$ cat config.mk
export PLATFORM = sky130hd
export DESIGN_NAME = ybt_fifo
export DESIGN_NICKNAME = d
export VERILOG_FILES = /design/src/design/ybt_fifo.sv
export SDC_FILE = /design/constraint.sdc
export NUM_CORES = 1
export LEC_CHECK = 0
export BUFFER_PORTS_ARGS = -buffer_cell sky130_fd_sc_hd__buf_2
export CAP_MARGIN = 25
export CORE_UTILIZATION = 35
export DETAILED_ROUTE_END_ITERATION = 16
export GPL_ROUTABILITY_DRIVEN = 0
export PLACE_DENSITY = 0.57
export RECOVER_POWER = 50
export SLEW_MARGIN = 25
export SYNTH_ARGS = -nofsm -noshare
export SYNTH_HDL_FRONTEND = slang
export SYNTH_SLANG_ARGS = --single-unit
$ cat constraint.sdc
create_clock -name clk_i -period 4.1 [get_ports clk_i]
set_input_delay 0 -clock clk_i [delete_from_list [all_inputs] [get_ports clk_i]]
set_output_delay 0 -clock clk_i [all_outputs]
set_load 0.005 [all_outputs]
$ cat src/design/ybt_fifo.sv
// Small register FIFO used for the command queue and the output queue.
module ybt_fifo #(
  parameter int unsigned WIDTH = 8,
  parameter int unsigned DEPTH = 2
) (
  input  logic             clk_i,
  input  logic             rst_ni,
  input  logic             push_valid_i,
  output logic             push_ready_o,
  input  logic [WIDTH-1:0] push_data_i,
  output logic             pop_valid_o,
  input  logic             pop_ready_i,
  output logic [WIDTH-1:0] pop_data_o
);

  localparam int unsigned PtrW = (DEPTH > 1) ? $clog2(DEPTH) : 1;
  localparam int unsigned CntW = $clog2(DEPTH + 1);

  logic [WIDTH-1:0] mem_q [DEPTH];
  logic [PtrW-1:0]  wr_ptr_q, wr_ptr_d, rd_ptr_q, rd_ptr_d;
  logic [CntW-1:0]  count_q, count_d;
  logic             push, pop;

  assign push_ready_o = (count_q < CntW'(DEPTH));
  assign pop_valid_o  = (count_q != '0);
  assign push         = push_valid_i && push_ready_o;
  assign pop          = pop_valid_o && pop_ready_i;
  assign pop_data_o   = mem_q[rd_ptr_q];

  always_comb begin
    wr_ptr_d = wr_ptr_q;
    rd_ptr_d = rd_ptr_q;
    count_d  = count_q;
    if (push) begin
      wr_ptr_d = (wr_ptr_q == PtrW'(DEPTH - 1)) ? '0 : wr_ptr_q + 1'b1;
    end
    if (pop) begin
      rd_ptr_d = (rd_ptr_q == PtrW'(DEPTH - 1)) ? '0 : rd_ptr_q + 1'b1;
    end
    if (push && !pop) begin
      count_d = count_q + 1'b1;
    end else if (pop && !push) begin
      count_d = count_q - 1'b1;
    end
  end

  always_ff @(posedge clk_i or negedge rst_ni) begin
    if (!rst_ni) begin
      wr_ptr_q <= '0;
      rd_ptr_q <= '0;
      count_q  <= '0;
    end else begin
      wr_ptr_q <= wr_ptr_d;
      rd_ptr_q <= rd_ptr_d;
      count_q  <= count_d;
    end
  end

  always_ff @(posedge clk_i) begin
    if (push) begin
      mem_q[wr_ptr_q] <= push_data_i;
    end
  end

endmodule

==> summary.json, run 1 <==
{
  "outcome": "complete, no violations",
  "int_power_uw": 418,
  "most_common_cell_after_layout_fill_and_taps_aside": "edfxtp_1",
  "detailedRoute.firstIterationViolations": 3,
  "num-nets-final": 90,
  "setup_repair_after_global_routing_missed_its_margin": "false",
  "buffer_ports.inserted": 21,
  "timing.critical_path.slowest_cell_delay_ps": 550,
  "setup.worst_path.class": "flop to flop",
  "path_buf_inv": 0,
  "routed_wl_um": 1160,
  "commonest_cells_after_routing_fill_and_taps_aside": "edfxtp_1, buf_2, dlygate4sd3_1, mux2_2",
  "post_cts_resized": 0,
  "clockBufferDepth": 2,
  "fmax_mhz": 640,
  "seq_power_share_pct": 53.2,
  "arrival_ps": 1490,
  "final.hold.worst_slack_ps": 69.1,
  "firstDrtPassIters": 4,
  "critical_path.max_fanout": 8,
  "fillers": 181,
  "worst_ir_drop_vdd_mv": 0.352,
  "synthDominantAreaCellType": "edfxtp_1",
  "final-hold-violation-count": 0,
  "post_synthesis_average_cell_area_um2": 18.7,
  "floorplan.initialDensity_pct": 38.5,
  "post-route-period-util_pct": 38.1,
  "num_rows": 16,
  "antenna_violations_before_repair": 0,
  "crit_slowest_cell": "nor2b_1",
  "clock-root-buffer": "clkbuf_4",
  "drt.antenna.violating_nets": 0,
  "numClockSinks": 20,
  "postSynthRegisterBits": 20,
  "clock-skew-final_ps": 5.01,
  "clkLatencyLatePin_ps": 290,
  "cp_top_family": "simple AND/OR/NAND/NOR gates",
  "core_area_mm2": 0.00204,
  "power.clock.fraction_pct": 15.1,
  "yosysSeqAreaShare_pct": 73.9,
  "overflow": 0,
  "area.sequential_um2": 581,
  "drc_errors": 0,
  "required_ps": 4030,
  "clock_tree_from_tritoncts": "done",
  "hpwlAfterDp_um": 803,
  "hold_crit_path_type": "input port to async pin",
  "power_switching_share_pct": 28.7,
  "h-tree-depth": 1,
  "drive_above_1_share_pct": 36.8,
  "final_core_util_pct": 50.5,
  "power_frac_comb_pct": 31.7,
  "timing.critical_path.from_type": "flop",
  "synth_largest_type_area_fraction_pct": 61.1,
  "synth_fp_nets": 55,
  "total_i_o_pin_count": 22,
  "tritoncts.num_buffers": 3,
  "wl_per_cell_um": 11.3,
  "p_leak_uw": 0.000400,
  "dieHeight_um": 49.4,
  "period_needed_ps": 1560,
  "critical_path.cell_chain": "and2b_1 > nor2b_1",
  "diodes": 0,
  "pwr_density_cell_mw_per_mm2": 569,
  "setup-tns-final_ps": 0,
  "synthCells": 42,
  "max_cap_viol_count": 0,
  "summed_instance_area_of_the_synthesized_netlist_um2": 786,
  "grt_first_pass_wirelength_um": 1790,
  "first_global_vias": 431,
  "synth.area.top_cells": "edfxtp_1, dfrtp_1, mux2_2, xnor2_1, xor2_1",
  "postCtsSetupRepairBufs": 0,
  "relSlewSlack_pct": 57.4,
  "finalSetupViolations": 0,
  "grt_max_degree": 12,
  "synthToLayoutAreaGrowth_pct": 31.2,
  "global_route.usage.total_pct": 10.3,
  "die_width_um": 49.4,
  "multiInputGateArea_um2": 188,
  "viasPerCell": 4.37,
  "netlist-cell-type-count": 14,
  "total_switching_power_uw": 169,
  "clk_transition_reported_paths_ps": 100,
  "die_footprint_mm2": 0.00244,
  "crit_path_capture_type": "flop",
  "ys_warn_count": 0,
  "tightest_slew_ps": 638,
  "cts_hold_repair.buffers": 10,
  "final_max_slew_viol_count": 0,
  "vias": 450
}
## cell usage after synthesis (all sizes together)
cell type  count
ha             1
nor2           1
nand2          1
and2b          1
buf            1
or2            1
dfrtp          4
xor2           2
and2           1
mux2           8
nor2b          1
edfxtp        16
inv            1
xnor2          3
## final cells by class
cell class,instances,area share [%]
clock inverter,1,0.364
timing repair buffer,31,19.3
sequential,20,56.3
multi-input combinational,20,18.2
inverter,1,0.364
clock buffer,3,2.18
tap,27,3.28
## final timing paths
check	slack, ps	end	cells past startpoint	start
min	70	count_q[1]	2	rst_ni
min reg2reg	500	wr_ptr_q	1	wr_ptr_q
max in group asynchronous	3830	wr_ptr_q	2	rst_ni
max	2540	mem_q[0][2]	2	count_q[1]
min in group clk_i	70	wr_ptr_q	3	push_valid_i
max reg2reg	2540	mem_q[0][2]	2	count_q[1]
## kinds of logic after synthesis
| kind of cell | count (synthesis) | synth area share (%) |
|---|---|---|
| and+or+nand+nor | 6 | 5.57 |
| muxes | 8 | 11.5 |
| buffers and inverters | 2 | 1.91 |
| DFF | 20 | 73.9 |
| xor gates and xnor gates | 5 | 5.57 |
| adders and majority gates | 1 | 1.59 |
## registers in the layout, indices dropped and copies added, names as in the netlist
| signal | count |
|---|---|
| count_q | 2 |
| mem_q | 16 |
| rd_ptr_q | 1 |
| wr_ptr_q | 1 |
## per-stage QoR
step / power, uW / cell area (um^2) / std cells / setup slack (ps)
after floorplan: 445 / 786 / 42 / 2680
after global placement: 499 / 913 / 89 / 2560
after detailed placement: 503 / 913 / 89 / 2500
after CTS: 599 / 1040 / 103 / 2500
after global routing: 621 / 1030 / 103 / 2410
final: 587 / 1030 / 103 / 2540
## layer usage
layer / vias up / global-route usage, % / share of wire, %
met3: 0 / 2.80 / 5.2
li1: 221 / - / -
met4: 0 / 4.29 / 0
met5: - / 0 / 0
met2: 16 / 18.5 / 51
met1: 213 / 11.4 / 43
## power groups by stage
stage,sequential [uW],combinational [uW],clock (uW)
2_1_floorplan,295,150,0
3_3_place_gp,316,183,0
3_5_place_dp,317,186,0
4_1_cts,313,194,91.7
5_1_grt,319,203,99.0
6_report,312,186,88.7
Note: power is estimated with default switching activity, not from simulation.
==> inputs of run 2 (changes only) <==
Settings changed: ABC_AREA set to 1.
Clock period 4.1 ns to 1.6 ns, I/O delays scaled along.
==> run 2 against run 1 <==
Register-to-register slack got worse by 2300 ps. Combinational power increased to 3.3 times the previous value. Total power rose to 3.1 times the previous value. Worst setup slack worse by 2300 ps. Hold slack worse by 57 ps. Synthesized area increased by 5.4%. Cell count is 29% higher. Flip-flop and latch count unchanged. Wire length up 12%.
==> summary.json, run 2 <==
{
  "reg2reg_setup_slack": {"value": 280, "unit": "ps", "change": "-2260 ps"},
  "synth.area.mux_share": {"value": 0, "unit": "%", "change": "-11 points"},
  "route.met3.wl": {"value": 22, "unit": "um", "change": "-63%"},
  "hpwlAfterDp": {"value": 922, "unit": "um", "change": "+15%"},
  "dieHeight": {"value": 50.6, "unit": "um", "change": "+2.6%"},
  "area_share_of_fa_ha_maj_cells_after_synthesis": {"value": 1.51, "unit": "%", "change": "-0.082 points"},
  "ys_warn_count": {"value": 0, "change": "unchanged"},
  "routed-wl-met2": {"value": 678, "unit": "um", "change": "+14%"},
  "clkLatencyLatePin": {"value": 300, "unit": "ps", "change": "about the same"},
  "seq_power_share": {"value": 44.0, "unit": "%", "change": "-9.2 points"},
  "synth_largest_type_area_fraction": {"value": 58.0, "unit": "%", "change": "-3.1 points"},
  "critical_path.most_common_cell": "nand2_1",
  "worst_hold_path.num_cells": 3,
  "crit_slowest_cell": "dfrtp_1",
  "met1Wirelength": {"value": 565, "unit": "um", "change": "+12%"},
  "die_footprint": {"value": 0.00256, "unit": "mm^2", "change": "+5.2%"},
  "critical_path.max_fanout": {"value": 4, "change": "-4"},
  "post_synthesis_average_cell_area": {"value": 12.0, "unit": "um^2", "change": "-36%"},
  "synth.cells.most_frequent": "nand2_1, edfxtp_1, dfrtp_1, inv_1, nand2_2",
  "post-route-worst-setup-slack": {"value": 278, "unit": "ps", "change": "-2260 ps"},
  "clock-root-buffer": "clkbuf_4",
  "period_needed": {"value": 1320, "unit": "ps", "change": "-239 ps"},
  "int_power": {"value": 1230, "unit": "uW", "change": "+190%"},
  "synth_edf_count": {"value": 16, "change": "unchanged"},
  "buffer_ports.inserted": {"value": 21, "change": "unchanged"},
  "outcome": "complete, no violations",
  "synth.area.top_cells": "edfxtp_1, nand2_1, dfrtp_1, nand2_4, nand2_2",
  "clock_tree_from_tritoncts": "done",
  "clockBufferDepth": {"value": 2, "change": "unchanged"},
  "timing.critical_path.from_type": "flop",
  "final_max_slew_viol_count": {"value": 0, "change": "unchanged"},
  "relSlewSlack": {"value": 71.9, "unit": "%", "change": "+15 points"},
  "drt.antenna.violating_nets": {"value": 0, "change": "unchanged"},
  "arrival": {"value": 1520, "unit": "ps", "change": "+30 ps"},
  "cts_hold_repair.buffers": {"value": 10, "change": "unchanged"},
  "numClockSinks": {"value": 20, "change": "unchanged"},
  "yosys.area_share.xor_xnor": {"value": 3.02, "unit": "%", "change": "-2.6 points"},
  "tritoncts.num_buffers": {"value": 3, "change": "unchanged"},
  "tightest_slew": {"value": 422, "unit": "ps", "change": "-216 ps"},
  "crit_path_capture_type": "flop",
  "synth_fp_nets": {"value": 82, "change": "+49%"},
  "post-route-period-util": {"value": 82.6, "unit": "%", "change": "+45 points"},
  "reg.largest.list": "mem_q x16, count_q x2",
  "timing.critical_path.slowest_cell_delay": {"value": 390, "unit": "ps", "change": "-160 ps"},
  "num_rows": {"value": 17, "change": "+1"},
  "finalSetupViolations": {"value": 0, "change": "unchanged"},
  "setup_repair_after_global_routing_missed_its_margin": "false",
  "viasPerCell": {"value": 4.37, "change": "about the same"},
  "yosysMostFrequentCell": "nand2_1",
  "die_width": {"value": 50.6, "unit": "um", "change": "+2.6%"},
  "hold_crit_path_type": "input port to flop",
  "overflow": {"value": 0, "change": "unchanged"},
  "detailedPlace.worstSlack": {"value": 329, "unit": "ps", "change": "-2170 ps"},
  "vias": {"value": 581, "change": "+29%"},
  "hold_start": "push_valid_i",
  "final-hold-violation-count": {"value": 0, "change": "unchanged"},
  "firstDrtPassIters": {"value": 4, "change": "unchanged"},
  "clock-skew-final": {"value": 1.17, "unit": "ps", "change": "-3.84 ps"},
  "most_common_cell_after_layout_fill_and_taps_aside": "nand2_1",
  "postSynthRegisterBits": {"value": 20, "change": "unchanged"},
  "worst_ir_drop_vdd": {"value": 0.685, "unit": "mV", "change": "+94%"},
  "diodes": {"value": 0, "change": "unchanged"},
  "synth_compound_area_share": {"value": 0, "unit": "%", "change": "unchanged"},
  "h-tree-depth": {"value": 1, "change": "unchanged"},
  "clk_transition_reported_paths": {"value": 110, "unit": "ps", "change": "about the same"},
  "summed_instance_area_of_the_synthesized_netlist": {"value": 828, "unit": "um^2", "change": "+5.4%"},
  "grt_first_pass_wirelength": {"value": 2170, "unit": "um", "change": "+21%"},
  "netlist-cell-type-count": {"value": 15, "change": "+1"},
  "total_switching_power": {"value": 580, "unit": "uW", "change": "+240%"},
  "antenna_violations_before_repair": {"value": 0, "change": "unchanged"},
  "largest_reg_flops": {"value": 16, "change": "unchanged"},
  "drc_errors": {"value": 0, "change": "unchanged"},
  "crit-reg2reg-launch": "count_q[1]",
  "synthDominantAreaCellType": "edfxtp_1",
  "setup-tns-final": {"value": 0, "unit": "ps", "change": "unchanged"},
  "worst_hold_path.endpoint": "wr_ptr_q",
  "yosysSeqAreaShare": {"value": 70.1, "unit": "%", "change": "-3.8 points"},
  "combinational_family_with_the_most_area_after_synthesis": "simple AND/OR/NAND/NOR gates",
  "grt_max_degree": {"value": 13, "change": "+1"},
  "drive_above_1_share": {"value": 26.7, "unit": "%", "change": "-10 points"},
  "ys_dominant_reg_cell": "edfxtp_1",
  "max_flop_register": "mem_q",
  "synthArstFlopShare": {"value": 20.0, "unit": "%", "change": "unchanged"},
  "num-nets-final": {"value": 119, "change": "+32%"},
  "floorplan.initialDensity": {"value": 37.4, "unit": "%", "change": "-1.0 points"},
  "synthCells": {"value": 69, "change": "+64%"},
  "detailedRoute.firstIterationViolations": {"value": 11, "change": "+8"},
  "critical_path.cell_chain": "inv_1 > nand2_1 > nand2_4 > ha_1 > inv_1 > nand3_1 > nand2_1 > nand2_1",
  "rr_worst_depth": {"value": 8, "change": "+6"},
  "total_i_o_pin_count": {"value": 22, "change": "unchanged"},
  "power.clock.fraction": {"value": 22.5, "unit": "%", "change": "+7.4 points"},
  "power_frac_comb": {"value": 33.5, "unit": "%", "change": "+1.8 points"},
  "required": {"value": 1800, "unit": "ps", "change": "-2230 ps"},
  "setup.worst_path.class": "flop to flop",
  "core_area": {"value": 0.00221, "unit": "mm^2", "change": "+8.3%"},
  "max_cap_viol_count": {"value": 0, "change": "unchanged"},
  "p_leak": {"value": 0.000501, "unit": "uW", "change": "+25%"},
  "commonest_cells_after_routing_fill_and_taps_aside": "nand2_1, edfxtp_1, buf_2, dlygate4sd3_1, clkbuf_1",
  "wl_per_cell": {"value": 9.82, "unit": "um", "change": "-13%"},
  "pwr_density_cell": {"value": 1630, "unit": "mW/mm^2", "change": "+190%"},
  "power_switching_share": {"value": 32.0, "unit": "%", "change": "+3.3 points"},
  "first_global_vias": {"value": 525, "change": "+22%"},
  "maxUsedRoutingLayer": "met4",
  "synthToLayoutAreaGrowth_pct": 34.0,
  "fmax": {"value": 756, "unit": "MHz", "change": "+18%"},
  "postCtsSetupRepairBufs": {"value": 0, "change": "unchanged"},
  "r2r_end": "count_q[1]",
  "routed_wl": {"value": 1310, "unit": "um", "change": "+12%"},
  "post_synth_and_or_nand_nor_area_fraction": {"value": 20.5, "unit": "%", "change": "+15 points"},
  "post_cts_resized": {"value": 0, "change": "unchanged"},
  "global_route.usage.total": {"value": 12.4, "unit": "%", "change": "+2.1 points"}
}
==> run 2: cell types whose count changed in the layout (fill, tap and decap cells not counted), sizes merged, moves of 2 or more <==
| cell | change |
|---|---|
| inv | +6 |
| nand2 | +32 |
| xnor2 | -2 |
| mux2 | -8 |
| nand3 | +2 |
==> run 2: critical path, delay by kind of cell (launching register included) <==
kind	cells	cell delay (ps)
buffers and inverters	2	200
adder cells (fa/ha/maj)	1	240
flip-flops	1	390
AND/OR/NAND/NOR	5	390
==> run 2: logic make-up after synthesis <==
family                   after synthesis
AND/OR/NAND/NOR                       38
flip-flops                            20
buffers and inverters                  8
XOR/XNOR                               2
adder cells (fa/ha/maj)                1
==> run 2: power by group through the flow <==
stage                     Combinational [uW]  Clock [uW]  Sequential, uW
after floorplan                          458           0             763
after global placement                   618           0             813
after detailed placement                 627           0             813
after CTS                                650         417             801
after global routing                     689         449             815
final                                    606         407             797
==> run 2: layer usage <==
metal | vias up | global-route usage, %
met3 | 4 | 2.73
met2 | 11 | 22.0
met5 | - | 0
met4 | 0 | 8.33
met1 | 271 | 13.0
li1 | 295 | -
==> run 2: worst max path at each step <==
stage | from | slack [ps] | to
2_1_floorplan | count_q[1] | 290 | mem_q[0][0]
3_3_place_gp | count_q[1] | 340 | count_q[1]
3_5_place_dp | count_q[1] | 330 | count_q[1]
4_1_cts | rd_ptr_q | 270 | pop_data_o[4]
5_1_grt | count_q[1] | 190 | count_q[1]
6_report | count_q[1] | 280 | count_q[1]
==> run 2: final cells by class <==
class                      instances  area, um^2
inverter                           7        28.8
timing repair buffer              33         213
sequential                        20         581
clock inverter                     1        30.0
multi-input combinational         41         200
fill                             213        1100
tap                               28        35.0
clock buffer                       3        22.5
==> run 2: metrics by stage <==
step,instances,utilization [%],hold slack [ps],power [uW],instance area (um^2)
after floorplan,69,-,-296,1220,828
after global placement,119,43.9,-186,1430,972
after detailed placement,119,43.9,-187,1440,972
after CTS,133,50.8,1.34,1870,1120
after global routing,133,50.2,9.33,1950,1110
final,133,50.2,11.9,1810,1110
==> inputs of run 3 (changes only) <==
Clock period 1.6 ns to 1.3 ns, I/O delays scaled along.
==> run 3 against run 2 <==
Sequential power increased by 24%. Clock skew grew 11 ps. Clock power down 29%. Cell count up 1.5%. Clock-buffer cell count rose by 1. First-iteration DRC count grew 55%. Hold slack better by 100 ps. Sequential share of layout area decreased by 0.76 points. Via count up 1.0%. Wire length grew 9.5%. Worst setup slack worse by 160 ps. Non-clock buffer count increased by 2. Critical path type unchanged. Highest routed layer unchanged.
==> summary.json, run 3 (same netlist as run 2, synthesis figures left out) <==
{
  "tritoncts.num_buffers": {"value": 3, "change": "unchanged"},
  "grtUsageMet1": {"value": 13.5, "unit": "%", "change": "+0.49 points"},
  "fmax": {"value": 843, "unit": "MHz", "change": "+12%"},
  "drt.antenna.violating_nets": {"value": 0, "change": "unchanged"},
  "num_rows": {"value": 17, "change": "unchanged"},
  "reg2reg_setup_slack": {"value": 110, "unit": "ps", "change": "-160 ps"},
  "reg.largest.list": "mem_q x16, count_q x2",
  "largest_reg_flops": {"value": 16, "change": "unchanged"},
  "tightest_slew": {"value": 257, "unit": "ps", "change": "-166 ps"},
  "clock-root-buffer": "clkbuf_4",
  "diodes": {"value": 0, "change": "unchanged"},
  "global_route.usage.total": {"value": 13.0, "unit": "%", "change": "+0.55 points"},
  "post-route-period-util": {"value": 91.2, "unit": "%", "change": "+8.6 points"},
  "most_common_cell_after_layout_fill_and_taps_aside": "nand2_1",
  "clkLatencyLatePin": {"value": 290, "unit": "ps", "change": "about the same"},
  "pwr_density_cell": {"value": 1890, "unit": "mW/mm^2", "change": "+16%"},
  "max_flop_register": "mem_q",
  "busiest_layer": "met2",
  "num-nets-final": {"value": 121, "change": "+1.7%"},
  "first_global_vias": {"value": 531, "change": "+1.1%"},
  "die_width": {"value": 50.6, "unit": "um", "change": "unchanged"},
  "drive_above_1_share": {"value": 32.7, "unit": "%", "change": "+6.0 points"},
  "clock_tree_from_tritoncts": "done",
  "crit_slowest_cell": "dfrtp_1",
  "h-tree-depth": {"value": 1, "change": "unchanged"},
  "drc_errors": {"value": 0, "change": "unchanged"},
  "global_route.usage.met3": {"value": 3.03, "unit": "%", "change": "+0.30 points"},
  "outcome": "complete, no violations",
  "critical_path_cell_count": {"value": 8, "change": "unchanged"},
  "finalSetupViolations": {"value": 0, "change": "unchanged"},
  "total_i_o_pin_count": {"value": 22, "change": "unchanged"},
  "viasPerCell": {"value": 4.35, "change": "-0.46%"},
  "worst_ir_drop_vdd": {"value": 1.16, "unit": "mV", "change": "+69%"},
  "timing.critical_path.from_type": "flop",
  "critical_path.max_fanout": {"value": 4, "change": "unchanged"},
  "relSlewSlack": {"value": 82.9, "unit": "%", "change": "+11 points"},
  "setup.worst_path.class": "flop to flop",
  "critical_path.cell_chain": "inv_2 > nand2_4 > inv_2 > ha_4 > inv_2 > nand3_1 > nand2_1 > nand2_1",
  "final-hold-violation-count": {"value": 0, "change": "unchanged"},
  "final_core_util": {"value": 51.0, "unit": "%", "change": "+0.85 points"},
  "period_needed": {"value": 1190, "unit": "ps", "change": "-137 ps"},
  "hpwlAfterDp": {"value": 924, "unit": "um", "change": "+0.26%"},
  "p_leak": {"value": 0.000503, "unit": "uW", "change": "+0.42%"},
  "fillers": {"value": 211, "change": "-0.94%"},
  "floorplan.initialDensity": {"value": 37.4, "unit": "%", "change": "unchanged"},
  "final_max_slew_viol_count": {"value": 0, "change": "unchanged"},
  "detailedRoute.firstIterationViolations": {"value": 17, "change": "+6"},
  "timing.critical_path.slowest_cell_delay": {"value": 400, "unit": "ps", "change": "about the same"},
  "firstDrtPassIters": {"value": 4, "change": "unchanged"},
  "clk_transition_reported_paths": {"value": 90, "unit": "ps", "change": "-20 ps"},
  "placedCellCount": {"value": 119, "change": "unchanged"},
  "setup-tns-final": {"value": 0, "unit": "ps", "change": "unchanged"},
  "setup_repair_after_global_routing_missed_its_margin": "false",
  "vias": {"value": 587, "change": "+1.0%"},
  "synthToLayoutAreaGrowth_pct": 36.3,
  "clockBufferDepth": {"value": 2, "change": "unchanged"},
  "commonest_cells_after_routing_fill_and_taps_aside": "nand2_1, buf_2, edfxtp_1, dlygate4sd3_1, clkbuf_1",
  "antenna_violations_before_repair": {"value": 0, "change": "unchanged"},
  "hold_crit_path_type": "input port to async pin",
  "final.hold.worst_slack": {"value": 114, "unit": "ps", "change": "+102 ps"},
  "crit-reg2reg-launch": "count_q[1]",
  "required": {"value": 1480, "unit": "ps", "change": "-320 ps"},
  "grt_max_degree": {"value": 12, "change": "-1"},
  "buffer_ports.inserted": {"value": 21, "change": "unchanged"},
  "layoutNonFillerInstCount": {"value": 135, "change": "+1.5%"},
  "wl_per_cell": {"value": 10.6, "unit": "um", "change": "+7.9%"},
  "critPathLaunch": "count_q[1]",
  "die_footprint": {"value": 0.00256, "unit": "mm^2", "change": "unchanged"},
  "overflow": {"value": 0, "change": "unchanged"},
  "rr_worst_depth": {"value": 8, "change": "unchanged"},
  "cp_top_family": "flip-flops",
  "clock-skew-final": {"value": 12.6, "unit": "ps", "change": "+11.4 ps"},
  "grt_first_pass_wirelength": {"value": 2320, "unit": "um", "change": "+6.7%"},
  "met2_usage": {"value": 23.8, "unit": "%", "change": "+1.8 points"},
  "arrival": {"value": 1360, "unit": "ps", "change": "-160 ps"},
  "core_area": {"value": 0.00221, "unit": "mm^2", "change": "unchanged"},
  "numClockSinks": {"value": 20, "change": "unchanged"},
  "path_buf_inv": {"value": 3, "change": "+1"},
  "critical_path.most_common_cell": "inv_2",
  "routed_wl": {"value": 1430, "unit": "um", "change": "+9.5%"},
  "crit_path_capture_type": "flop",
  "max_cap_viol_count": {"value": 0, "change": "unchanged"},
  "dieHeight": {"value": 50.6, "unit": "um", "change": "unchanged"}
}
## run 3: cell types whose count changed in the layout (fill, tap and decap cells not counted), sizes merged
cell / before / now
dlygate4sd3: 10 / 11
buf: 17 / 19
bufinv: 1 / 0
## run 3: timing repair
item / CTS / global route
buffers inserted: 0 / 1
hold buffers: 10 / 1
endpoints found under the hold margin: 21 / 1
endpoints found under the setup margin: 8 / 1
pin swaps: 0 / 1
gates cloned: 0 / 0
resized for setup: 1 / 5
## run 3: final timing paths
check | to
max | count_q[1]
min | count_q[1]
max reg2reg | count_q[1]
min reg2reg | count_q[1]
max in group asynchronous | rd_ptr_q
min in group clk_i | mem_q[1][4]
## run 3: per-layer routing
metal,wire length (um),share of wire [%]
met5,0,0
met2,745,52
met4,24,1.7
met3,38,2.7
met1,622,43
## run 3: final cells by class
class | count | area, um^2 | share of cell area [%]
tap | 28 | 35.0 | 3.10
sequential | 20 | 582 | 51.6
inverter | 7 | 28.8 | 2.55
multi-input combinational | 41 | 225 | 20.0
timing repair buffer | 35 | 231 | 20.5
clock buffer | 4 | 26.3 | 2.33
## run 3: power by group
| group | internal (uW) | switching [uW] | total (uW) |
|---|---|---|---|
| registers | 876 | 112 | 989 |
| clock network | 119 | 168 | 287 |
| logic | 388 | 464 | 852 |
| total | 1380 | 744 | 2130 |
## run 3: through the flow
step	power, uW	worst slack [ps]	cell area, um^2
floorplan	1500	-10.5	828
global placement	1760	68.3	972
detailed placement	1780	27.4	972
CTS	2090	14.3	1100
global route	2310	14.7	1130
finish	2130	114	1130
