==> src/design/ybt_pkg.sv <==
// Shared types, constants and helpers of the YCbCr block tiler.
package ybt_pkg;

  // Default array limits, handed to the top-level parameters.
  localparam int unsigned DefMaxWidth  = 64;
  localparam int unsigned DefMaxHeight = 64;
  localparam int unsigned DefMaxBlock  = 8;

  // Fixed field widths.
  localparam int unsigned PosW     = 6;
  localparam int unsigned DimW     = 7;
  localparam int unsigned BlkW     = 4;
  localparam int unsigned CoordW   = 7;
  localparam int unsigned PixW     = 24;
  localparam int unsigned SampleW  = 16;
  localparam int unsigned CfgIdxW  = 3;
  localparam int unsigned CfgDataW = 7;
  localparam int unsigned InDataW  = 64;
  localparam int unsigned InUserW  = 2;
  localparam int unsigned OutDataW = 16;

  typedef enum logic [1:0] {
    OP_WR_RGB  = 2'd0,
    OP_WR_YCC  = 2'd1,
    OP_EXTRACT = 2'd2
  } op_e;

  typedef enum logic [CfgIdxW-1:0] {
    REG_IMAGE_WIDTH  = 3'd0,
    REG_IMAGE_HEIGHT = 3'd1,
    REG_BLOCK_SIZE   = 3'd2,
    REG_BORDER_MODE  = 3'd3,
    REG_CHANNEL      = 3'd4
  } cfg_reg_e;

  typedef enum logic [1:0] {
    CH_Y  = 2'd0,
    CH_CB = 2'd1,
    CH_CR = 2'd2
  } chan_e;

  typedef enum logic {
    CMD_WRITE   = 1'b0,
    CMD_EXTRACT = 1'b1
  } cmd_kind_e;

  typedef enum logic {
    BK_IDLE = 1'b0,
    BK_RUN  = 1'b1
  } bk_state_e;

  typedef struct packed {
    logic [DimW-1:0] image_width;
    logic [DimW-1:0] image_height;
    logic [BlkW-1:0] block_size;
    logic            border_mode;
    logic [1:0]      channel;
  } cfg_t;

  localparam cfg_t CfgReset = '{
    image_width:  7'd64,
    image_height: 7'd64,
    block_size:   4'd8,
    border_mode:  1'b0,
    channel:      2'd0
  };

  typedef struct packed {
    cmd_kind_e       kind;
    logic [PosW-1:0] pos_x;
    logic [PosW-1:0] pos_y;
    logic [PixW-1:0] rgb;
  } cmd_t;

  typedef struct packed {
    logic busy;          // extraction sequencer is walking a block
    logic drained;       // no sample in flight or waiting at the output
    logic push_blocked;  // a finished sample found the output queue full
  } bk_status_t;

  // YCbCr to RGB, integer form.
  localparam logic signed [18:0] YccKc  = 19'sd298;
  localparam logic signed [18:0] YccKre = 19'sd409;
  localparam logic signed [18:0] YccKgd = 19'sd100;
  localparam logic signed [18:0] YccKge = 19'sd208;
  localparam logic signed [18:0] YccKbd = 19'sd516;
  localparam logic signed [18:0] YccRnd = 19'sd128;

  // RGB to studio-range YCbCr in Q8.8, scaled by 1000.
  localparam logic signed [17:0] KyR  = 18'sd65738;
  localparam logic signed [17:0] KyG  = 18'sd129057;
  localparam logic signed [17:0] KyB  = 18'sd25064;
  localparam logic signed [17:0] KcbR = -18'sd37945;
  localparam logic signed [17:0] KcbG = -18'sd74494;
  localparam logic signed [17:0] KcbB = 18'sd112439;
  localparam logic signed [17:0] KcrR = 18'sd112439;
  localparam logic signed [17:0] KcrG = -18'sd94154;
  localparam logic signed [17:0] KcrB = -18'sd18285;

  // Offsets with the half-up rounding bias of 500 folded in.
  localparam logic signed [27:0] OffY = 28'sd4096500;
  localparam logic signed [27:0] OffC = 28'sd32768500;

  // floor(t / 1000) = (t * RecipMul) >> RecipShift, exact for t < 2**26.
  localparam int unsigned  RecipShift = 36;
  localparam logic [26:0]  RecipMul   = 27'd68719477;

  // Width or height in use: zero acts as one, above the limit as the limit.
  function automatic logic [DimW-1:0] clamp_dim(logic [DimW-1:0] v, int unsigned hi);
    logic [DimW-1:0] r;
    if (v == '0) begin
      r = DimW'(1);
    end else if (32'(v) > hi) begin
      r = DimW'(hi);
    end else begin
      r = v;
    end
    return r;
  endfunction

endpackage

==> src/design/ybt_front.sv <==
// Front end: accepts requests, drops void ones, converts YCbCr writes to RGB.
module ybt_front #(
  parameter int unsigned MAX_WIDTH  = ybt_pkg::DefMaxWidth,
  parameter int unsigned MAX_HEIGHT = ybt_pkg::DefMaxHeight
) (
  input  logic                         clk_i,
  input  logic                         rst_ni,
  input  ybt_pkg::cfg_t                cfg_i,
  input  logic                         in_valid_i,
  output logic                         in_ready_o,
  input  logic [1:0]                   in_op_i,
  input  logic [ybt_pkg::InDataW-1:0]  in_data_i,
  output logic                         cmd_valid_o,
  input  logic                         cmd_ready_i,
  output ybt_pkg::cmd_t                cmd_o
);

  import ybt_pkg::*;

  function automatic logic [7:0] clip8(logic signed [18:0] v);
    logic [7:0] r;
    if (v < 0) begin
      r = 8'd0;
    end else if (v[18:8] > 11'd255) begin
      r = 8'hFF;
    end else begin
      r = v[15:8];
    end
    return r;
  endfunction

  logic [PosW-1:0]   pos_x, pos_y;
  logic [7:0]        red, green, blue, luma, cb, cr;
  logic [DimW-1:0]   w, h;
  logic              in_image, keep, is_write, take, accept;
  logic signed [8:0] c, d, e;

  // Stage 1: classified request plus conversion products.
  logic              s1_valid_q;
  cmd_kind_e         s1_kind_q;
  logic              s1_ycc_q;
  logic [PosW-1:0]   s1_x_q, s1_y_q;
  logic [PixW-1:0]   s1_rgb_q;
  logic signed [18:0] p_c_q, p_re_q, p_gd_q, p_ge_q, p_bd_q;

  // Stage 2: finished command for the queue.
  logic              cmd_valid_q;
  cmd_t              cmd_q, cmd_d;
  logic signed [18:0] sum_r, sum_g, sum_b;

  assign pos_x = in_data_i[5:0];
  assign pos_y = in_data_i[11:6];
  assign red   = in_data_i[19:12];
  assign green = in_data_i[27:20];
  assign blue  = in_data_i[35:28];
  assign luma  = in_data_i[43:36];
  assign cb    = in_data_i[51:44];
  assign cr    = in_data_i[59:52];

  assign w = clamp_dim(cfg_i.image_width, MAX_WIDTH);
  assign h = clamp_dim(cfg_i.image_height, MAX_HEIGHT);

  assign in_image = ({1'b0, pos_x} < w) && ({1'b0, pos_y} < h);
  assign is_write = (in_op_i == OP_WR_RGB) || (in_op_i == OP_WR_YCC);
  assign keep     = (is_write && in_image) || (in_op_i == OP_EXTRACT);

  assign c = $signed({1'b0, luma}) - 9'sd16;
  assign d = $signed({1'b0, cb}) - 9'sd128;
  assign e = $signed({1'b0, cr}) - 9'sd128;

  // The command register moves on when empty or taken; stage 1 follows it.
  assign take       = !cmd_valid_q || cmd_ready_i;
  assign in_ready_o = !s1_valid_q || take;
  assign accept     = in_valid_i && in_ready_o;

  always_ff @(posedge clk_i or negedge rst_ni) begin
    if (!rst_ni) begin
      s1_valid_q  <= 1'b0;
      cmd_valid_q <= 1'b0;
    end else begin
      if (in_ready_o) begin
        s1_valid_q <= in_valid_i && keep;
      end
      if (take) begin
        cmd_valid_q <= s1_valid_q;
      end
    end
  end

  always_ff @(posedge clk_i) begin
    if (accept) begin
      s1_kind_q <= (in_op_i == OP_EXTRACT) ? CMD_EXTRACT : CMD_WRITE;
      s1_ycc_q  <= (in_op_i == OP_WR_YCC);
      s1_x_q    <= pos_x;
      s1_y_q    <= pos_y;
      s1_rgb_q  <= {red, green, blue};
      p_c_q     <= 19'(c) * YccKc;
      p_re_q    <= 19'(e) * YccKre;
      p_gd_q    <= 19'(d) * YccKgd;
      p_ge_q    <= 19'(e) * YccKge;
      p_bd_q    <= 19'(d) * YccKbd;
    end
    if (take && s1_valid_q) begin
      cmd_q <= cmd_d;
    end
  end

  assign sum_r = p_c_q + p_re_q + YccRnd;
  assign sum_g = p_c_q - p_gd_q - p_ge_q + YccRnd;
  assign sum_b = p_c_q + p_bd_q + YccRnd;

  always_comb begin
    cmd_d.kind  = s1_kind_q;
    cmd_d.pos_x = s1_x_q;
    cmd_d.pos_y = s1_y_q;
    cmd_d.rgb   = s1_ycc_q ? {clip8(sum_r), clip8(sum_g), clip8(sum_b)} : s1_rgb_q;
  end

  assign cmd_valid_o = cmd_valid_q;
  assign cmd_o       = cmd_q;

endmodule

==> config.mk <==
export PLATFORM = sky130hd
export DESIGN_NAME = ybt_front
export DESIGN_NICKNAME = d
export VERILOG_FILES = /design/src/design/ybt_pkg.sv /design/src/design/ybt_front.sv
export SDC_FILE = /design/constraint.sdc
export NUM_CORES = 1
export LEC_CHECK = 0
export BUFFER_PORTS_ARGS = -buffer_cell sky130_fd_sc_hd__buf_2
export CORE_MARGIN = 1.5
export CORE_UTILIZATION = 40
export CTS_CLUSTER_DIAMETER = 40
export DETAILED_ROUTE_END_ITERATION = 12
export GPL_TIMING_DRIVEN = 0
export MAX_ROUTING_LAYER = met4
export PLACE_DENSITY = 0.56
export SYNTH_ARGS = -nofsm -noshare
export SYNTH_HDL_FRONTEND = slang
export SYNTH_SLANG_ARGS = --single-unit
==> constraint.sdc <==
create_clock -name clk_i -period 5.32 [get_ports clk_i]
set_input_delay 0 -clock clk_i [delete_from_list [all_inputs] [get_ports clk_i]]
set_output_delay 0 -clock clk_i [all_outputs]
set_load 0.01 [all_outputs]
==> run summary, run 1 <==
Status = complete, but fails checks
Failing checks = design-rule violations
Maximum vdd drop = 319 µV
Row Count = 64
Initial Util = 40.8%
Reg2reg end = cmd_o[9]
Drt drc = 16
Cell Area, Synth = 0.0125 mm²
Critical Path AT = 5.01 ns
Clk pin slew, worst setup/hold paths = 0.07 ns
Tcrit/Tclk final = 91.3%
I/O Buffers = 118
Final Worst Setup Slack = 0.464 ns
I/O pin cnt = 130
Hold crit path type = input pin to register
Die Wd = 180 µm
R2R depth = 13
YS warnings = 0
Drt pass-1 iters = 9
Final hold viol count = 0
First-pass GRT wire length = 41700 µm
Setup TNS = 0 ns
CP Max Fanout = 9
Slowest Stage Delay on Critical Path = 0.55 ns
Total Power = 6.91 mW
Hold endpoint = p_re_q[3]
Die area = 0.0324 mm²
Post-layout util = 48.1%
Synth top area cells = edfxtp_1, ha_1, fa_1, inv_1, xnor2_1
Drt wl/cell = 14.9 µm
Pin slew with the least headroom to its limit = 0.859 ns
Final min period = 4.86 ns
Distinct cells, synth = 63
GRT Resource Usage Total = 16.9%
Buf+Inv Stages, Crit Path = 5
Min-Delay Path Depth = 2
Mapped Nets = 1497
Fin nets = 1694
Lkg Pwr = 7.02 nW
Mapped Cells = 1091
Place WS = 0.452 ns
Layout cells sized above 1 = 13.1%
Max Cap Viol = 0
Max-slew violation count = 0
Die H = 180 µm
Setup crit start kind = input pin
Most frequent cells in the layout = ha_1, inv_1, edfxtp_1
Critical path's top delay family = adder cells
Antenna Nets Post-Route = 0
Antenna Cells = 0
RSZ-0062 raised after global routing = false
R2R setup slack = 1.26 ns
Synth Register Bits = 155
Fmax = 206 MHz
Rel. slew slack = 42.8%
Core Footprint = 0.0307 mm²
Overflow after GRT = 0
Via count = 8304
Final HPWL DP = 20100 µm
CP Capture Type = register
Register area share after synthesis = 37.1%
CTS Buffer Depth = 2
Critical Path RT = 5.47 ns
Area delta synth->final = 18.1%
Async SR Flop Fraction = 1.29%
Commonest non-fill, non-tap cell in the layout = ha_1
EDFF count, synth = 153
WL final = 25300 µm
CP startpoint = in_data_i[59]
Crit path cell chain = dlygate4sd3_1 > buf_2 > inv_1 > ha_1 > inv_1 > fa_1 > fa_1 > inv_1 > ha_1 > fa_1 > a21o_1 > a21oi_1 > o21ai_0 > a21o_1 > a21oi_1 > o21ai_0 > o41ai_1 > xnor2_1
Hold Path Origin = in_data_i[55]
Clk_skew = 0.0116 ns
Yosys top cell by area = edfxtp_1
Slowest cell on crit path = dlygate4sd3_1
Largest net degree at the start of global routing = 60
Clock sink total = 155
Clock latency on the worst-skew pair = 0.43 ns
Post-CTS sizing = 0
R2r startpoint = p_c_q[6]
PwrDens = 467 mW/mm²
DR iter-0 viols = 330
Crit Path Class = input pin to register
Prevailing post-synth register cell = edfxtp_1
Top-area cell type share of the netlist area = 36.7%
Syn Area/Cell = 11.5 µm²
Number of global-route vias before repair = 8215
Root buf cell = clkbuf_16
Number of H-tree levels = 4
TritonCTS Buffers = 17
Initial antenna violation count = 0
Avg Vias per Cell = 4.89
Count of final setup violators = 0
Final GP Congestion = 0.830
CTS tree = built
==> cells by family after synthesis <==
group | after synthesis | synth area share (%)
adders and majority gates | 315 | 34.6
buffers and inverters | 193 | 5.79
muxes | 4 | 0.359
xor gates and xnor gates | 81 | 5.66
AOI/OAI and AO/OA | 180 | 9.78
and+or+nand+nor | 163 | 6.72
DFF | 155 | 37.1
==> report_power, final <==
part	internal, mW	switching, mW
clock	0.613	0.533
sequential	1.67	0.150
combinational	1.68	2.26
total	3.97	2.94
==> per-layer routing <==
metal	GRT usage [%]	vias up	wire length [µm]
met3	2.35	17	836
li1	-	4265	-
met1	23.2	3864	12800
met2	26.3	158	11300
met4	4.17	0	292
met5	-	-	0
==> synthesized netlist by cell type, drive strengths merged (3+ instances only) <==
library cell	n
a211oi	3
a21o	22
a21oi	63
a31oi	6
and2	7
clkbuf	3
edfxtp	153
fa	53
ha	262
inv	188
mux2i	3
nand2	27
nand2b	17
nand3	11
nand3b	4
nand4	5
nand4b	4
nor2	42
nor2b	9
nor3	23
o2111ai	3
o211ai	4
o21ai	21
o21bai	11
o221a	8
o22ai	14
or2	5
or3	3
xnor2	49
xor2	32
==> registers in the layout, summed over array words and instances (netlist names) <==
name,cells
p_c_q,18
s1_kind_q,1
p_gd_q,12
p_re_q,19
s1_y_q,6
cmd_valid_o,1
s1_ycc_q,1
p_ge_q,12
cmd_o,37
s1_rgb_q,24
s1_x_q,6
s1_valid_q,1
p_bd_q,17
==> cell type report <==
| class | instances | area, µm² |
|---|---|---|
| fillers | 2834 | 16000 |
| clock inverters | 15 | 130 |
| plain buffers | 4 | 16.3 |
| well taps | 396 | 495 |
| multi-input cells | 743 | 7170 |
| repair buffers | 178 | 1210 |
| clock buffers | 17 | 425 |
| inverters | 189 | 709 |
| flip-flops and latches | 155 | 4640 |
==> what timing repair did <==
item / CTS / global route
endpoints found under the hold margin: 58 / 0
setup buffers: 0 / 0
hold buffers: 59 / 0
==> through the flow <==
stage,instances,cell area (µm²),hold WS [ns]
5_1_grt,1697,14800,0.0318
3_5_place_dp,1606,13600,-0.206
4_1_cts,1697,14800,0.0173
3_3_place_gp,1605,13600,-0.213
6_report,1697,14800,0.0287
2_1_floorplan,1091,12500,-0.296
==> worst max path at each step <==
stage                 end  cells after the start  slack, ns
3_3_place_gp     p_c_q[1]                      2       0.24
5_1_grt        p_re_q[18]                     18       0.15
6_report       p_re_q[18]                     18       0.46
4_1_cts        p_re_q[18]                     18       0.41
2_1_floorplan   p_c_q[16]                     18       1.08
3_5_place_dp    p_c_q[16]                     19       0.45
No activity file was read; power rests on OpenSTA's default activity.
==> run 2, diff against run 1 <==
--- a/config.mk
+++ b/config.mk
@@ -5,14 +5,16 @@
 export SDC_FILE = /design/constraint.sdc
 export NUM_CORES = 1
 export LEC_CHECK = 0
+export ABC_AREA = 1
 export BUFFER_PORTS_ARGS = -buffer_cell sky130_fd_sc_hd__buf_2
-export CORE_MARGIN = 1.5
+export CORE_MARGIN = 1
 export CORE_UTILIZATION = 40
 export CTS_CLUSTER_DIAMETER = 40
 export DETAILED_ROUTE_END_ITERATION = 12
 export GPL_TIMING_DRIVEN = 0
 export MAX_ROUTING_LAYER = met4
 export PLACE_DENSITY = 0.56
+export SLEW_MARGIN = 20
 export SYNTH_ARGS = -nofsm -noshare
 export SYNTH_HDL_FRONTEND = slang
 export SYNTH_SLANG_ARGS = --single-unit
==> run summary, run 2 <==
Final HPWL DP = 23200 µm
Row Count = 66
Most frequent cells in the layout = nand2_1, ha_1, inv_1
Synth Register Bits = 155
Hold crit path type = input pin to register
Final Instance Area = 0.0159 mm²
Largest family of logic cells by synthesized area = adder cells
Crit Path Class = input pin to register
Critical Path AT = 4.14 ns
Via count = 9764
Max Cap Viol = 0
Die Wd = 186 µm
Clk_skew = 0.0105 ns
Tcrit/Tclk final = 74.3%
Avg Vias per Cell = 4.69
DR iter-0 viols = 508
Post-CTS sizing = 0
Number of H-tree levels = 4
Commonest non-fill, non-tap cell in the layout = nand2_1
Final hold viol count = 0
I/O pin cnt = 130
CTS Buffer Depth = 2
Setup crit start kind = input pin
Prevailing post-synth register cell = edfxtp_1
Rel. slew slack = 53.2%
Synth top cells by count = nand2_1, ha_1, inv_1, edfxtp_1, a21oi_1
Synth top area cells = edfxtp_1, ha_1, nand2_1, fa_1, inv_1
Final GP Congestion = 0.858
Final min period = 3.95 ns
Multi-input logic area = 0.00791 mm²
Syn Area/Cell = 9.44 µm²
Total Power = 7.85 mW
Clock sink total = 155
Hold endpoint = p_re_q[3]
CP Capture Type = register
Layout cells sized above 1 = 11.3%
Final Worst Setup Slack = 1.37 ns
FILL cells = 3189
Pin slew with the least headroom to its limit = 0.700 ns
Reg2reg end = cmd_o[8]
First-pass GRT wire length = 47400 µm
Drt drc = 0
Min-Delay Path Depth = 2
Register area share after synthesis = 34.5%
GRT Resource Usage Total = 18.3%
Most common cell in the netlist = nand2_1
Clk pin slew, worst setup/hold paths = 0.07 ns
Post-synthesis mux area share = 0%
Overflow after GRT = 0
RSZ-0062 raised after global routing = false
Post-Place Cells = 1990
Final hold slack = 0.0190 ns
Initial Util = 41.0%
Critical Path RT = 5.51 ns
TritonCTS Buffers = 17
Largest net degree at the start of global routing = 78
Post-CTS Setup Bufs = 0
Post-synthesis simple-gate area fraction = 15.4%
I/O Buffers = 118
FF/Latch Area = 0.00464 mm²
Drt pass-1 iters = 4
Hold Path Origin = in_data_i[55]
EDFF count, synth = 153
Clock latency on the worst-skew pair = 0.44 ns
CP Max Fanout = 8
Max FFs per register = 37
PwrDens = 495 mW/mm²
Crit path cell chain = buf_2 > inv_1 > ha_1 > nand2_1 > inv_1 > ha_1 > ha_1 > fa_1 > inv_1 > fa_1 > inv_1 > ha_1 > nand2_1 > nor3_1 > nor2_1 > o21ai_1 > nand3_1 > nand2_1 > nand2_1 > a21o_1
Max-slew violation count = 0
Buf+Inv Stages, Crit Path = 5
Slowest cell on crit path = fa_1
Synth Area in XOR/XNOR = 4.68%
Mapped Nets = 1834
Die H = 186 µm
CTS tree = built
Area delta synth->final = 17.7%
Async SR Flop Fraction = 1.29%
Antenna Cells = 0
Post-layout util = 48.2%
WL final = 28600 µm
YS warnings = 0
Root buf cell = clkbuf_16
Top-area cell type share of the netlist area = 34.1%
Fin nets = 2031
Finished Layout Cells = 2080
Yosys top cell by area = edfxtp_1
R2R setup slack = 1.93 ns
Cell Area, Synth = 0.0135 mm²
Number of global-route vias before repair = 9786
Place WS = 0.890 ns
Synth Area in Adders = 32.2%
Lkg Pwr = 7.95 nW
Slowest Stage Delay on Critical Path = 0.52 ns
Count of final setup violators = 0
Maximum vdd drop = 321 µV
Setup TNS = 0 ns
Die area = 0.0344 mm²
Initial antenna violation count = 0
R2R depth = 14
Critical path's top delay family = adder cells
Fmax = 253 MHz
Status = finished clean
Mapped Cells = 1428
Distinct cells, synth = 41
Core Footprint = 0.0329 mm²
Drt wl/cell = 13.8 µm
R2r startpoint = p_c_q[13]
Hold_buf cts = 58
Synth Area in Compound Gates = 6.32%
Placed cell areas = 0.0147 mm²
Antenna Nets Post-Route = 0
[run 2: final cells by class]
| class | instances | share of cell area, % |
|---|---|---|
| clock buffer | 17 | 2.68 |
| tap | 442 | 3.49 |
| inverter | 248 | 5.90 |
| timing repair buffer | 178 | 7.73 |
| clock inverter | 15 | 1.01 |
| sequential | 155 | 29.3 |
| buffer | 2 | 0.0473 |
| multi-input combinational | 1023 | 49.9 |
[run 2: worst max path at each step]
stage                              from         to  slack (ns)  cells past startpoint
final                     in_data_i[40]  p_c_q[18]        1.37                     20
after global placement    in_data_i[40]  p_c_q[18]        0.92                     20
after CTS                 in_data_i[40]  p_c_q[18]        1.35                     20
after detailed placement  in_data_i[40]  p_c_q[18]        0.89                     20
after floorplan           in_data_i[40]  p_c_q[18]        1.48                     19
after global routing      in_data_i[40]  p_c_q[18]        1.09                     20
[run 2: where the power goes]
group,internal [mW],switching (mW),total (mW)
Clock,0.698,0.531,1.23
Combinational,1.87,2.94,4.81
Sequential,1.65,0.156,1.81
[run 2: worst register-to-register path: cells and delay by family, from the launching register on]
family | cells | cell delay, ns
fa+ha+maj | 3 | 1.20
simple gates | 5 | 0.68
flops | 1 | 0.55
compound gates | 3 | 0.44
buf+inv | 3 | 0.28
[run 2: per-layer routing]
layer  part of all wire (%)  vias up  global-route usage, %
met3                    3.1       28                   2.90
met1                     49     4457                   23.3
met5                      0        -                      -
met2                     45      149                   29.8
met4                    2.2        0                   6.10
li1                       -     5130                      -
[run 2: cells by family after synthesis]
logic type | Yosys count
buf+inv | 250
simple gates | 491
fa+ha+maj | 315
compound gates | 145
flops | 155
xor+xnor | 72
==> run 3, diff against run 2 <==
==> constraint.sdc (replaced) <==
create_clock -name clk_i -period 3.76 [get_ports clk_i]
set_input_delay 0 -clock clk_i [delete_from_list [all_inputs] [get_ports clk_i]]
set_output_delay 0 -clock clk_i [all_outputs]
set_load 0.01 [all_outputs]
==> run summary, run 3 (same netlist as run 2, synthesis figures left out) <==
Avg Vias per Cell = 4.69
Core Footprint = 0.0329 mm²
Final Instance Area = 0.0160 mm²
Final hold viol count = 0
Slowest Stage Delay on Critical Path = 0.55 ns
Final GP Congestion = 0.842
Lkg Pwr = 7.99 nW
Status = finished clean
Hold crit path type = input pin to register
Critical Path AT = 3.67 ns
Layout cells sized above 1 = 11.9%
CTS tree = built
Row Count = 66
Drt pass-1 iters = 5
Crit path cell chain = buf_2 > ha_1 > ha_1 > inv_1 > fa_1 > fa_1 > inv_1 > ha_1 > fa_1 > a31oi_1 > inv_1 > a21oi_1 > o21ai_0 > xor2_1
Max FFs per register = 37
RSZ-0062 raised after global routing = false
R2r startpoint = p_c_q[10]
First-pass GRT wire length = 48000 µm
Initial Util = 41.0%
Crit Path Class = input pin to register
Max Cap Viol = 0
Total Power = 11.3 mW
Setup TNS = 0 ns
Fin nets = 2035
R2R setup slack = 0.37 ns
Final min period = 3.48 ns
Overflow after GRT = 0
Clk pin slew, worst setup/hold paths = 0.07 ns
Pin slew with the least headroom to its limit = 0.632 ns
Drt wl/cell = 14.0 µm
Largest net degree at the start of global routing = 77
Die Wd = 186 µm
CP Max Fanout = 6
Count of final setup violators = 0
Root buf cell = clkbuf_16
Die H = 186 µm
Tcrit/Tclk final = 92.6%
CP startpoint = in_data_i[55]
Area delta synth->final = 18.4%
Hold endpoint = p_re_q[3]
Number of global-route vias before repair = 9841
FILL cells = 3163
Max-slew violation count = 0
CTS Buffer Depth = 2
Via count = 9777
Clock latency on the worst-skew pair = 0.45 ns
Slowest cell on crit path = fa_1
Placed cell areas = 0.0147 mm²
Drt drc = 0
GRT Resource Usage Total = 18.6%
I/O Buffers = 118
Final hold slack = 0.0147 ns
Critical Path RT = 3.95 ns
Maximum vdd drop = 488 µV
Clk_skew = 0.00621 ns
Initial antenna violation count = 0
Reg2reg end = cmd_o[10]
Antenna Nets Post-Route = 0
TritonCTS Buffers = 17
PwrDens = 707 mW/mm²
Number of H-tree levels = 4
Rel. slew slack = 57.8%
Min-Delay Path Depth = 2
Setup crit start kind = input pin
Clock sink total = 155
Most frequent cells in the layout = nand2_1, ha_1, inv_1
Die area = 0.0344 mm²
CP Capture Type = register
Final HPWL DP = 23500 µm
I/O pin cnt = 130
Antenna Cells = 0
Hold Path Origin = in_data_i[55]
R2R depth = 15
Commonest non-fill, non-tap cell in the layout = nand2_1
Fmax = 287 MHz
DR iter-0 viols = 429
WL final = 29100 µm
==> run 3: cell types whose count changed in the layout (fill, tap and decap cells not counted), moves of 2 or more <==
cell and delta:
clkinv_2 -2, inv_8 +5, inv_6 -2, buf_4 +3, clkinv_8 +2, inv_1 -3
==> run 3: what timing repair did <==
item | CTS | global route
hold endpoints to repair | 60 | 0
endpoints found under the setup margin | 0 | 5
hold buffers | 59 | 0
setup buffers | 0 | 3
resized for setup | 0 | 6
==> run 3: power breakdown <==
group | internal [mW] | switching (mW) | total, mW
clock network | 1.02 | 0.813 | 1.83
logic | 2.67 | 4.22 | 6.89
registers | 2.34 | 0.224 | 2.56
==> run 3: per-layer routing <==
layer,part of all wire [%],wire [µm],up-vias,GRT usage [%]
met3,3.4,978,24,2.70
met5,0,0,-,-
met4,1.8,528,0,5.77
met2,45,13200,161,30.5
li1,-,-,5138,-
met1,50,14400,4454,23.7
==> run 3: through the flow <==
stage | std cells | util, % | worst slack, ns
2_1_floorplan | 1428 | - | 0.0465
3_3_place_gp | 1988 | 44.5 | -0.665
3_5_place_dp | 1990 | 44.7 | -0.445
4_1_cts | 2081 | 48.4 | 0.0373
5_1_grt | 2084 | 48.6 | 0.0169
6_report | 2084 | 48.6 | 0.280
==> run 3: worst max-delay path by stage <==
| stage | to | cells after the start |
|---|---|---|
| 6_report | p_re_q[16] | 14 |
| 5_1_grt | p_c_q[18] | 18 |
| 4_1_cts | p_c_q[18] | 20 |
| 3_5_place_dp | p_c_q[18] | 20 |
| 3_3_place_gp | p_c_q[10] | 3 |
| 2_1_floorplan | p_c_q[18] | 19 |
==> run 3: critical path, delay by kind of cell <==
kind,cells,cell delay (ns)
adder cells (fa/ha/maj),6,2.50
buffers and inverters,4,0.35
XOR/XNOR,1,0.16
AO/OA/AOI/OAI,3,0.64
==> run 3: final cells by class <==
type                    count  area [µm²]  area share (%)
inverters                 248         942            5.90
well taps                 442         553            3.47
repair buffers            182        1260            7.90
multi-input cells        1023        7920            49.7
plain buffers               2        7.51          0.0470
clock inverters            15         201            1.26
flip-flops and latches    155        4640            29.1
clock buffers              17         425            2.67
